### src/rtl/lrfs_pkg.sv
// Shared types, codes and reset constants for the link retry and fallback supervisor.
package lrfs_pkg;

    localparam int unsigned TimeW = 32;
    localparam int unsigned CfgIndexW = 3;

    typedef logic [TimeW-1:0] time_ms_t;

    typedef enum logic [2:0] {
        OP_TICK         = 3'd0,
        OP_START        = 3'd1,
        OP_STA_START    = 3'd2,
        OP_DISCONNECTED = 3'd3,
        OP_GOT_IP       = 3'd4,
        OP_LOST_IP      = 3'd5,
        OP_AP_STARTED   = 3'd6,
        OP_AP_STOPPED   = 3'd7
    } op_t;

    typedef enum logic [CfgIndexW-1:0] {
        REG_HAS_CREDENTIALS   = 3'd0,
        REG_NORMAL_RETRY_MS   = 3'd1,
        REG_FAST_RETRY_MS     = 3'd2,
        REG_FAST_WINDOW_MS    = 3'd3,
        REG_FALLBACK_DELAY_MS = 3'd4
    } cfg_index_t;

    localparam time_ms_t NormalRetryReset   = 32'd5000;
    localparam time_ms_t FastRetryReset     = 32'd1000;
    localparam time_ms_t FastWindowReset    = 32'd15000;
    localparam time_ms_t FallbackDelayReset = 32'd120000;

    typedef struct packed {
        logic     has_credentials;
        time_ms_t normal_retry_ms;
        time_ms_t fast_retry_ms;
        time_ms_t fast_window_ms;
        time_ms_t fallback_delay_ms;
    } cfg_t;

    typedef struct packed {
        logic     connected;
        logic     fallback_on;
        time_ms_t last_disconnect_time;
        time_ms_t streak_start_time;
        time_ms_t last_retry_time;
    } sup_state_t;

    typedef struct packed {
        logic connect_request;
        logic enable_fallback;
        logic disable_fallback;
        logic link_up;
        logic fallback_active;
    } result_t;

endpackage

### src/rtl/lrfs_step.sv
// Next-state and result logic for one supervisor event or tick.
module lrfs_step (
    input  lrfs_pkg::cfg_t       cfg,
    input  lrfs_pkg::sup_state_t state,
    input  lrfs_pkg::op_t        op,
    input  lrfs_pkg::time_ms_t   now,
    output lrfs_pkg::sup_state_t state_next,
    output lrfs_pkg::result_t    result
);
    import lrfs_pkg::*;

    time_ms_t streak_eff;
    time_ms_t retry_ref;
    time_ms_t interval;
    logic     delay_reached;
    logic     retry_due;

    // A streak start of zero means no streak is open.
    assign streak_eff = (state.streak_start_time == '0) ? now : state.streak_start_time;
    assign delay_reached = (time_ms_t'(now - streak_eff)) >= cfg.fallback_delay_ms;
    assign interval = ((time_ms_t'(now - state.last_disconnect_time)) < cfg.fast_window_ms)
                      ? cfg.fast_retry_ms : cfg.normal_retry_ms;
    // The retry reference is the later of the two stamps, compared without wrap.
    assign retry_ref = (state.last_retry_time < state.last_disconnect_time)
                       ? state.last_disconnect_time : state.last_retry_time;
    assign retry_due = (time_ms_t'(now - retry_ref)) >= interval;

    always_comb
    begin
        logic req;
        logic en;
        logic dis;
        state_next = state;
        req = 1'b0;
        en  = 1'b0;
        dis = 1'b0;
        unique case (op)
            OP_TICK:
            begin
                priority if (!cfg.has_credentials)
                begin
                    if (!state.fallback_on)
                    begin
                        state_next.fallback_on = 1'b1;
                        en = 1'b1;
                    end
                end
                else if (state.connected)
                begin
                    state_next.streak_start_time = '0;
                    if (state.fallback_on)
                    begin
                        state_next.fallback_on = 1'b0;
                        dis = 1'b1;
                    end
                end
                else
                begin
                    state_next.streak_start_time = streak_eff;
                    if (!state.fallback_on && delay_reached)
                    begin
                        state_next.fallback_on = 1'b1;
                        en = 1'b1;
                    end
                    if (retry_due)
                    begin
                        state_next.last_retry_time = now;
                        req = 1'b1;
                    end
                end
            end
            OP_START:
            begin
                if (!cfg.has_credentials)
                begin
                    state_next.fallback_on = 1'b1;
                    en = 1'b1;
                end
                else
                begin
                    state_next.last_disconnect_time = now;
                    state_next.streak_start_time    = now;
                end
            end
            OP_STA_START:
            begin
                req = 1'b1;
            end
            OP_DISCONNECTED:
            begin
                state_next.connected            = 1'b0;
                state_next.last_disconnect_time = now;
                state_next.streak_start_time    = streak_eff;
            end
            OP_GOT_IP:
            begin
                state_next.connected         = 1'b1;
                state_next.streak_start_time = '0;
            end
            OP_LOST_IP:
            begin
                state_next.connected         = 1'b0;
                state_next.streak_start_time = streak_eff;
            end
            OP_AP_STARTED:
            begin
                state_next.fallback_on = 1'b1;
            end
            OP_AP_STOPPED:
            begin
                state_next.fallback_on = 1'b0;
            end
            default:
            begin
                state_next = state;
            end
        endcase
        result.connect_request  = req;
        result.enable_fallback  = en;
        result.disable_fallback = dis;
        result.link_up          = state_next.connected;
        result.fallback_active  = state_next.fallback_on;
    end

endmodule

### src/rtl/link_retry_fallback_supervisor_core.sv
// An accepted transaction is held in the input register, then in the result register.
// Throughput: one transaction per cycle unless the output stalls; the supervisor state
// is read and rewritten in the cycle that moves a transaction into the result register.
// Reset: rst_n clears both stage valids, the link and fallback flags and all time stamps,
// and loads the configuration registers with their documented defaults.
module link_retry_fallback_supervisor_core (
    input  logic                       clk,
    input  logic                       rst_n,
    input  logic                       cfg_write,
    input  logic [lrfs_pkg::CfgIndexW-1:0] cfg_index,
    input  logic [lrfs_pkg::TimeW-1:0] cfg_data,
    input  logic                       in_valid,
    output logic                       in_stall,
    input  logic [2:0]                 operation,
    input  logic [lrfs_pkg::TimeW-1:0] now_ms,
    output logic                       out_valid,
    input  logic                       out_stall,
    output logic                       connect_request,
    output logic                       enable_fallback,
    output logic                       disable_fallback,
    output logic                       link_up,
    output logic                       fallback_active
);
    import lrfs_pkg::*;

    cfg_t       cfg_reg;
    sup_state_t state_reg;
    sup_state_t state_next;
    result_t    step_result;
    result_t    result_reg;
    logic       in_valid_reg;
    op_t        op_reg;
    time_ms_t   now_reg;
    logic       out_valid_reg;
    logic       advance;
    logic       in_take;

    // The result register loads a held transaction when empty or when its own is taken.
    assign advance  = in_valid_reg && (!out_valid_reg || !out_stall);
    assign in_stall = in_valid_reg && !advance;
    assign in_take  = in_valid && !in_stall;

    lrfs_step u_step (
        .cfg        (cfg_reg),
        .state      (state_reg),
        .op         (op_reg),
        .now        (now_reg),
        .state_next (state_next),
        .result     (step_result)
    );

    always_ff @(posedge clk or negedge rst_n)
    begin
        if (!rst_n)
        begin
            cfg_reg.has_credentials   <= 1'b0;
            cfg_reg.normal_retry_ms   <= NormalRetryReset;
            cfg_reg.fast_retry_ms     <= FastRetryReset;
            cfg_reg.fast_window_ms    <= FastWindowReset;
            cfg_reg.fallback_delay_ms <= FallbackDelayReset;
        end
        else if (cfg_write)
        begin
            unique case (cfg_index)
                REG_HAS_CREDENTIALS:   cfg_reg.has_credentials   <= cfg_data[0];
                REG_NORMAL_RETRY_MS:   cfg_reg.normal_retry_ms   <= cfg_data;
                REG_FAST_RETRY_MS:     cfg_reg.fast_retry_ms     <= cfg_data;
                REG_FAST_WINDOW_MS:    cfg_reg.fast_window_ms    <= cfg_data;
                REG_FALLBACK_DELAY_MS: cfg_reg.fallback_delay_ms <= cfg_data;
                default:               cfg_reg <= cfg_reg;
            endcase
        end
    end

    always_ff @(posedge clk or negedge rst_n)
    begin
        if (!rst_n)
        begin
            state_reg     <= '0;
            in_valid_reg  <= 1'b0;
            out_valid_reg <= 1'b0;
        end
        else
        begin
            if (advance)
            begin
                state_reg <= state_next;
            end
            if (in_take)
            begin
                in_valid_reg <= 1'b1;
            end
            else if (advance)
            begin
                in_valid_reg <= 1'b0;
            end
            if (advance)
            begin
                out_valid_reg <= 1'b1;
            end
            else if (!out_stall)
            begin
                out_valid_reg <= 1'b0;
            end
        end
    end

    always_ff @(posedge clk)
    begin
        if (in_take)
        begin
            op_reg  <= op_t'(operation);
            now_reg <= now_ms;
        end
        if (advance)
        begin
            result_reg <= step_result;
        end
    end

    assign out_valid        = out_valid_reg;
    assign connect_request  = result_reg.connect_request;
    assign enable_fallback  = result_reg.enable_fallback;
    assign disable_fallback = result_reg.disable_fallback;
    assign link_up          = result_reg.link_up;
    assign fallback_active  = result_reg.fallback_active;

endmodule

### config.mk
export PLATFORM = sky130hd
export DESIGN_NAME = link_retry_fallback_supervisor_core
export DESIGN_NICKNAME = d
export VERILOG_FILES = /design/src/rtl/lrfs_pkg.sv /design/src/rtl/lrfs_step.sv /design/src/rtl/link_retry_fallback_supervisor_core.sv
export SDC_FILE = /design/constraint.sdc
export NUM_CORES = 1
export LEC_CHECK = 0
export BUFFER_PORTS_ARGS = -buffer_cell sky130_fd_sc_hd__buf_2
export CAP_MARGIN = 30
export CORE_MARGIN = 3
export CORE_UTILIZATION = 65
export CTS_BUF_LIST = sky130_fd_sc_hd__clkbuf_4
export CTS_CLUSTER_DIAMETER = 50
export DETAILED_ROUTE_END_ITERATION = 10
export PLACE_DENSITY_LB_ADDON = 0.25
export SYNTH_ARGS = -nofsm -noshare
export SYNTH_HDL_FRONTEND = slang
export SYNTH_SLANG_ARGS = --single-unit
### constraint.sdc
create_clock -name clk -period 19.7 [get_ports clk]
set_input_delay 2.955 -clock clk [delete_from_list [all_inputs] [get_ports clk]]
set_output_delay 2.955 -clock clk [all_outputs]
set_load 0.005 [all_outputs]
Word level (Yosys, flattened, before mapping)
Index checks and enable logic that the tools add are counted.
- register bits after elaboration: 269
- bits in latches: 0
- memory bits (writable): 0
- memory bits (read-only): 0
- input port bits: 75
- output and inout bits: 7
- logic and storage cells: 98
- memories: 0
- $add $sub $neg: 3
- multipliers: 0
- divide/modulo/power cells: 0
- $lt $le $gt $ge: 4
- equal/unequal tests: 14
- shifts and indexed selects: 0
- mux-type cells: 31
- bitwise gates (word level): 1
- reduce and logical (&&, ||, !) cells: 26
- operator list (kind ; count):
    2-to-1 mux 32 bit ; 6
    2-to-1 mux 64 bit ; 2
    one-hot mux 32 bit (4 select lines) ; 1
    subtractor 32 bit ; 3
    greater-or-equal comparator 32 bit ; 2
    < comparator 32 bit ; 2
    one-hot mux 32 bit (2 select lines) ; 1
    zero test 32 bit ; 1
    2-to-1 mux 1 bit ; 17
    == test 3 bit, second input constant ; 5
    == test 3 x 2 -> 1 bit, second input constant ; 4
    AND reduction 2 bit ; 5
    == test 3 x 1 -> 1 bit, second input constant ; 2
    zero test 3 bit ; 2
    one-hot mux 1 bit (2 select lines) ; 3
    AND reduction 3 bit ; 2
    zero test 1 bit ; 5
    AND reduction 5 bit ; 1
    logical AND 1 bit ; 4
    inequality test 2 bit, second input constant ; 2
    one-hot mux 1 bit (4 select lines) ; 1
    AND reduction 4 bit ; 1
    nonzero test 2 bit ; 2
    nonzero test 4 bit ; 1
    other kinds (4) ; 4

Depth between registers and ports, before layout
Gate-level depths: netlist of run 1.
- depth in word-level cells: 9
- mapped depth: 37
- mapped depth without buffers: 35

Hierarchy
A second synthesis of run 1 with hierarchy kept.
- cell total of the unflattened synthesis: 1890
- area total of the unflattened synthesis: 20034.2 um^2
- modules (own cells, without submodules) (module ; instances ; cells an instance ; area an instance (um^2) ; seq. area each (um^2)):
    link_retry_fallback_supervisor_core ; 1 ; 533 ; 10217.3 ; 6962.9
    lrfs_step ; 1 ; 1357 ; 9816.9 ; 0.0

Worst setup path after synthesis of run 1
No wires, ideal clock.
- kind: reg2reg
- from: register now_reg[1]
- to: register state_reg[0] (netlist bit)
- setup time: 0.125 ns
- arrival: 6.367 ns
- data required time: 19.575 ns
- path slack: 13.208 ns
- cell stages (with the launch flop): 35
- buffers on the path: 1
- clock period less this slack: 6.492 ns
- cells stage by stage: edfxtp_1 > ha_1 > nor2b_1 > o31a_1 > o31ai_1 > o221ai_1 > a21oi_1 > o21bai_1 > a21oi_1 > o21bai_1 > a21oi_1 > xnor2_1 > ha_1 > a21o_1 > a21o_1 > a21oi_1 > nor2b_1 > o21ai_0 > nand2b_1 > a31oi_1 > o31ai_1 > a21oi_2 > mux2_2 > ha_1 > nand2b_1 > a21o_1 > a21o_1 > a21oi_1 > nor2b_1 > o21ai_1 > a211oi_1 > o21ai_1 > o31ai_1 > buf_2 > mux2_2
- longest elaborated chain between the ends: 5
- elaborated cells on any way between the ends: 6
- classes of those cells: 2 x add/sub; 2 x order compare; 1 x mux; 1 x reduce/logical
- RTL lines (item ; line ; RTL):
    start, declared ; link_retry_fallback_supervisor_core.sv:33 ; time_ms_t now_reg;
    start signal, assigned ; link_retry_fallback_supervisor_core.sv:113 ; now_reg <= now_ms;
    subtractor 32 bit ; lrfs_step.sv:21 ; assign interval = ((time_ms_t'(now - state.last_disconnect_time)) < cfg.fast_window_ms)
    < comparator 32 bit ; lrfs_step.sv:21 ;
    2-to-1 mux 32 bit ; lrfs_step.sv:22 ; ? cfg.fast_retry_ms : cfg.normal_retry_ms;
    greater-or-equal comparator 32 bit * ; lrfs_step.sv:26 ; assign retry_due = (time_ms_t'(now - retry_ref)) >= interval;
    AND reduction 5 bit (no line) * ; - ;
    end signal, assigned ; link_retry_fallback_supervisor_core.sv:87 ; state_reg <= state_next;
    end, declared ; link_retry_fallback_supervisor_core.sv:27 ; sup_state_t state_reg;
Every way passes the cells marked *; elsewhere a longest branch is shown, timed or not.
A chain may end at the register's enable or synchronous reset.

Worst setup path in the final report of run 1
- from: register now_reg[1]
- to: register state_reg[2] (netlist bit)
The elaborated chain is that of the path after synthesis.

==> flow_summary.ini, run 1 <==
[global_routing]
grt_remaining_overflow = 0
grt_antenna_before_repair = 3
grt_max_degree = 97
first_global_vias = 14676
grtUsageTotal_pct = 30.6
first_pass_grt_wire_length_um = 74800

[synth]
yosys-top-cells-count = sky130_fd_sc_hd__ha_1 (219), sky130_fd_sc_hd__dfrtp_1 (204), sky130_fd_sc_hd__a21oi_1 (159)
share_of_synthesized_flip_flops_with_an_asynchronous_set_or_reset_pct = 85.1
postSynthNetCount = 2190
synth_top_area_share_pct = 27.6
synth-seq-cells = 269
synth_edf_count = 40
yosys-top-cells-area = sky130_fd_sc_hd__dfrtp_1 (28%), sky130_fd_sc_hd__ha_1 (15%), sky130_fd_sc_hd__mux2_2 (8.3%)
synthCells = 1893
synth.yosys.seq_area_share_pct = 37.7
syn_area_um2 = 18500
post-synth-top-area-cell = sky130_fd_sc_hd__dfrtp_1
synth_flop_cell = sky130_fd_sc_hd__dfrtp_1
synthMostInstantiatedCell = sky130_fd_sc_hd__ha_1
syn-mean-instance-area_um2 = 9.76
synthesis.yosys.warnings = 0
synth.distinct_cells = 73

[critical_path]
critical_path.top_delay_family = compound AO/OA/AOI/OAI gates
path_class = reg -> reg
end_kind = flip-flop
critPathArrivalTime_ns = 8.90
timing.rr.start = now_reg[1]
cp-start-kind = flip-flop
buffers_inverters_on_critical_path = 2
setup.worst_path.start = now_reg[1]
r2r_setup_slack_ns = 11.35
crit_fanout = 32
timing.critical_path.slowest_stage_cell = sky130_fd_sc_hd__edfxtp_1
critPathMaxStageDelay_ns = 0.55
critPathRequiredTime_ns = 20.24
timing.critical_path.mode_cell = sky130_fd_sc_hd__a21oi_1

[timing]
max_slew.worst_pin.slew_ns = 1.03
setup_violating_endpoint_count_in_the_final_report = 0
fmaxAchievable_mhz = 120
grt_setup_unrepaired = no
hold_viol_final = 0
report.final.slew_viol_count = 0
clock_tree_skew_after_final_layout_ns = 0.0465
maxSlewHeadroom_pct = 29.8
fin_crit_sh_pct = 42.4
final.setup.worst_slack_ns = 11.35
setup_total_negative_slack_ns = 0
final.min_clock_period_ns = 8.35

[hold_path]
hp-start = in_valid_reg
hold_path.class = reg -> reg

[layout]
synthToLayoutAreaGrowth_pct = 10.1
finalNonFillerCells = 2449
drive_gt1_share_pct = 19.2
largest_reg_flops = 129
design.final.nets = 2309
final.fill_count = 2124

[detailed_routing]
route.antenna.remaining_nets = 0
wl_um = 46800
route.detailed.drc = 0
drtIter0Drc = 1136
via_per_inst = 6.08
drt-pass1-iter-count = 7
routed-via-count = 14895
wire_per_inst_um = 19.1

[floorplanning]
num_io_pins = 82
design.die.area_um2 = 30500
die_width_um = 175
die-height_um = 175
initial_core_util_pct = 66.2
placement_rows = 61
floorplan.core_area_um2 = 27900

[power]
internal-power_w = 0.00176
power.density_nw_per_um2 = 155
net-switching-power_w = 0.00139
totalPowerFinal_w = 0.00316
clock_power_share_pct = 16.9
ir_drop_uv = 98.4
power.combinational.fraction_pct = 58.5
sw_frac_of_total_pct = 44.1
leakage_nw = 9.58
seq_power_share_pct = 24.6

[clock_tree]
cts_hold_repair.buffers = 0
clk_latency_ns = 0.70
cts-buffers-inserted = 73
cts_htree_levels = 3
path_clk_slew_ns = 0.06
clk_buf_depth = 3
cts.repair.resized = 0
postCtsSetupRepairBufs = 0
numClockSinks = 269
cts.root.buffer_cell = sky130_fd_sc_hd__clkbuf_4
cts_tree = done

[outcome]
run_status = complete, no violations

[place]
place_inst = 2315
routabilityCongestion = 0.918
placement.io_buffers = 81
dp.final_hpwl_um = 35800
detailedPlace.worstSlack_ns = 11.49

[flow_run]
drv.max_cap_violation_count = 0
[layout by cell type (no fill, tap or decap), types with 26 or more instances in the layout]
cell type                    n
sky130_fd_sc_hd__a21o_1     61
sky130_fd_sc_hd__a21oi_1   159
sky130_fd_sc_hd__buf_2      80
sky130_fd_sc_hd__clkbuf_4  110
sky130_fd_sc_hd__dfrtp_1   204
sky130_fd_sc_hd__edfxtp_1   40
sky130_fd_sc_hd__ha_1      219
sky130_fd_sc_hd__inv_1     139
sky130_fd_sc_hd__mux2_2    136
sky130_fd_sc_hd__mux2i_1    62
sky130_fd_sc_hd__nand2_1   154
sky130_fd_sc_hd__nand4_1    29
sky130_fd_sc_hd__nor2_1     85
sky130_fd_sc_hd__nor2b_1    27
sky130_fd_sc_hd__o21ai_0   148
sky130_fd_sc_hd__o21ai_1    29
sky130_fd_sc_hd__xnor2_1    58
sky130_fd_sc_hd__xor2_1     26
[per-layer routing]
layer	share of wire [%]	vias to the layer above	track usage, %
li1	-	7112	-
met1	48	7134	46.0
met2	42	551	45.5
met3	7.3	96	5.15
met4	2.7	2	9.77
met5	0.017	-	0
[stage by stage]
step                util (%)  cell area [um2]  hold WS (ns)
finish                  72.8            20300         0.499
global route            72.8            20300         0.520
CTS                     72.8            20300         0.504
detailed placement      69.3            19300         0.490
global placement        69.2            19300         0.480
floorplan                  -            18500         0.457
[worst register-to-register path: cells and delay by family (launching register included)]
kind / cells / cell delay, ns
AO/OA/AOI/OAI: 22 / 4.38
multiplexers: 2 / 0.84
AND/OR/NAND/NOR: 5 / 0.49
XOR/XNOR: 1 / 0.17
flip-flops: 1 / 0.55
buffers and inverters: 2 / 0.92
adder cells (fa/ha/maj): 3 / 0.88
[path summary, 6_finish.rpt]
| kind | to | cells past startpoint |
|---|---|---|
| max | state_reg[2] | 35 |
| min | out_valid | 1 |
| max reg2reg | state_reg[2] | 35 |
| min reg2reg | out_valid | 1 |
| max in group asynchronous | state_reg[84] | 2 |
| min in group asynchronous | cfg_reg[78] | 1 |
[layout make-up]
class                           instances  area, um2  area share [%]
Sequential cell                       269       6960            34.2
Clock buffer                          110        826            4.06
Clock inverter                         22        170           0.836
Inverter                              139        522            2.56
Timing Repair Buffer                   98        551            2.71
Antenna cell                            2       5.00          0.0246
Multi-Input combinational cell       1431      10800            53.3
Tap cell                              378        473            2.32
[cell families after synthesis]
| family | share of synthesized area (%) |
|---|---|
| simple gates | 10.5 |
| xor+xnor | 3.98 |
| mux | 11.6 |
| buf+inv | 4.04 |
| compound gates | 17.0 |
| flops | 37.7 |
| fa+ha+maj | 15.2 |
[power groups by stage]
| stage | Clock (W) | Combinational [W] | Sequential (W) |
|---|---|---|---|
| floorplan | 0 | 0.00132 | 0.000755 |
| global placement | 0 | 0.00173 | 0.000775 |
| detailed placement | 0 | 0.00180 | 0.000783 |
| CTS | 0.000545 | 0.00181 | 0.000773 |
| global route | 0.000573 | 0.00203 | 0.000790 |
| finish | 0.000533 | 0.00185 | 0.000776 |
Power figures use the tool's default switching activity.
==> run 2, diff against run 1 <==
--- a/config.mk
+++ b/config.mk
@@ -8,7 +8,7 @@
 export BUFFER_PORTS_ARGS = -buffer_cell sky130_fd_sc_hd__buf_2
 export CAP_MARGIN = 30
 export CORE_MARGIN = 3
-export CORE_UTILIZATION = 65
+export CORE_UTILIZATION = 58
 export CTS_BUF_LIST = sky130_fd_sc_hd__clkbuf_4
 export CTS_CLUSTER_DIAMETER = 50
 export DETAILED_ROUTE_END_ITERATION = 10
==> constraint.sdc (replaced) <==
create_clock -name clk -period 6.8 [get_ports clk]
set_input_delay 1.02 -clock clk [delete_from_list [all_inputs] [get_ports clk]]
set_output_delay 1.02 -clock clk [all_outputs]
set_load 0.005 [all_outputs]
==> run 2 against run 1 <==
Effect of this change:
- the run now ends with negative setup slack left
- count of clock-buffer cells in the layout is 9 lower
- maximum frequency is 21% higher
- die area increased by 12%
- power increased to 3.2 times the previous value
- largest cell class unchanged
- utilization fell by 2.3 points
- global-route usage down 0.86 points
- sequential cell count stayed put
==> flow_summary.ini, run 2 (synthesis gave the netlist of run 1 again) <==
[outcome]
run_status = finished with violations
violations = negative setup slack

[layout]
finish.utilization_pct = 70.5
layout_commonest_cell = sky130_fd_sc_hd__ha_1
design.final.nets = 2427
synthToLayoutAreaGrowth_pct = 18.2
finalNonFillerCells = 2587
drive_gt1_share_pct = 25.9
final_cell_mix = sky130_fd_sc_hd__ha_1 (217), sky130_fd_sc_hd__dfrtp_1 (204), sky130_fd_sc_hd__nand2_1 (153), sky130_fd_sc_hd__a21oi_1 (145), sky130_fd_sc_hd__o21ai_0 (142)
largest_reg_flops = 129

[timing]
max_slew.worst_pin.slew_ns = 0.892
fmaxAchievable_mhz = 145
fin_crit_sh_pct = 101
clock_tree_skew_after_final_layout_ns = 0.0466
grt_setup_unrepaired = yes
setup_violating_endpoint_count_in_the_final_report = 32
setup_total_negative_slack_ns = -1.83
whs_ns = 0.277
report.final.slew_viol_count = 0
final.min_clock_period_ns = 6.89
final.setup.worst_slack_ns = -0.0864
hold_viol_final = 0
maxSlewHeadroom_pct = 40.0

[place]
placement.io_buffers = 81
routabilityCongestion = 0.938
detailedPlace.worstSlack_ns = -0.188
place_inst = 2428
dp.final_hpwl_um = 38500

[clock_tree]
path_clk_slew_ns = 0.06
numClockSinks = 269
cts.root.buffer_cell = sky130_fd_sc_hd__clkbuf_4
cts-buffers-inserted = 75
cts_tree = done
cts_hold_repair.buffers = 0
cts_htree_levels = 3
clk_buf_depth = 3
clk_latency_ns = 0.76

[floorplanning]
die_width_um = 185
floorplan.core_area_um2 = 31000
design.die.area_um2 = 34000
num_io_pins = 82
die-height_um = 185
placement_rows = 64
initial_core_util_pct = 59.6

[critical_path]
timing.reg2reg.worst_path_depth = 36
timing.rr.start = now_reg[1]
crit_fanout = 8
r2r_setup_slack_ns = -0.09
critPathMaxStageDelay_ns = 0.41
end_kind = flip-flop
path_class = reg -> reg
cp-start-kind = flip-flop
critPathRequiredTime_ns = 7.44
timing.rr.end = state_reg[30]
timing.critical_path.slowest_stage_cell = sky130_fd_sc_hd__edfxtp_1
critPathArrivalTime_ns = 7.52

[power]
ir_drop_uv = 203
leakage_nw = 10.3
power.density_nw_per_um2 = 469

[detailed_routing]
via_per_inst = 6.04
route.antenna.remaining_nets = 0
route.detailed.drc = 0
drt-pass1-iter-count = 5
wl_um = 51900
wire_per_inst_um = 20.1
routed-via-count = 15637
drtIter0Drc = 1452

[global_routing]
grt_remaining_overflow = 0
grtUsageTotal_pct = 29.7
grt_max_degree = 132
first_global_vias = 14813
first_pass_grt_wire_length_um = 79100
grt_antenna_before_repair = 1

[hold_path]
hold_path.class = in -> async

[flow_run]
drv.max_cap_violation_count = 0
## run 2: cell types whose count changed in the layout (fill, tap and decap cells not counted), sizes merged
| cell | delta |
|---|---|
| bufinv | +3 |
| clkinv | +12 |
| diode | -1 |
| clkbuf | -7 |
| buf | +114 |
| inv | -1 |
## run 2: critical path: cells and delay by family, from the launching register on
family	cells	cell delay, ns
adder cells (fa/ha/maj)	3	0.86
multiplexers	2	0.52
buffers and inverters	6	0.94
flip-flops	1	0.41
XOR/XNOR	1	0.17
AO/OA/AOI/OAI	20	3.47
AND/OR/NAND/NOR	4	0.37
## run 2: where the power goes
part | internal (W) | total (W) | switching [W]
clock | 0.000928 | 0.00166 | 0.000735
sequential | 0.00201 | 0.00226 | 0.000249
combinational | 0.00290 | 0.00633 | 0.00343
## run 2: what timing repair did
action	CTS	global route
pin swaps	3	47
cloned	1	2
endpoints found under the setup margin	33	33
setup buffers	2	18
resized for setup	7	103
## run 2: layout make-up
class,count,area [um2]
fill,2311,9140
inverter,139,522
antenna,1,2.50
clock buffer,101,758
sequential,269,6960
tap,396,495
timing repair buffer,214,1560
multi-input combinational,1431,11200
clock inverter,36,312
## run 2: how the worst max path moves through the flow
stage | to | slack [ns] | startpoint
after global routing | state_reg[1] | -0.37 | now_reg[1]
final | state_reg[30] | -0.09 | now_reg[1]
after detailed placement | state_reg[14] | -0.19 | state_reg[65]
after floorplan | state_reg[0] | 0.31 | now_reg[1]
after CTS | state_reg[16] | 0.009 | state_reg[17]
after global placement | state_reg[6] | 0.04 | state_reg[17]
## run 2: layer usage
metal / global-route usage, % / routed length, um / part of all wire [%]
met1: 44.7 / 24100 / 46
met2: 42.8 / 22100 / 43
met3: 6.06 / 4180 / 8.1
met4: 10.2 / 1500 / 2.9
met5: 0 / 0 / 0
## run 2: stage by stage
stage | power (W) | cell area (um2)
floorplan | 0.00602 | 18500
global route | 0.0110 | 21800
CTS | 0.00949 | 21200
global placement | 0.00756 | 20100
detailed placement | 0.00777 | 20100
finish | 0.0103 | 21800
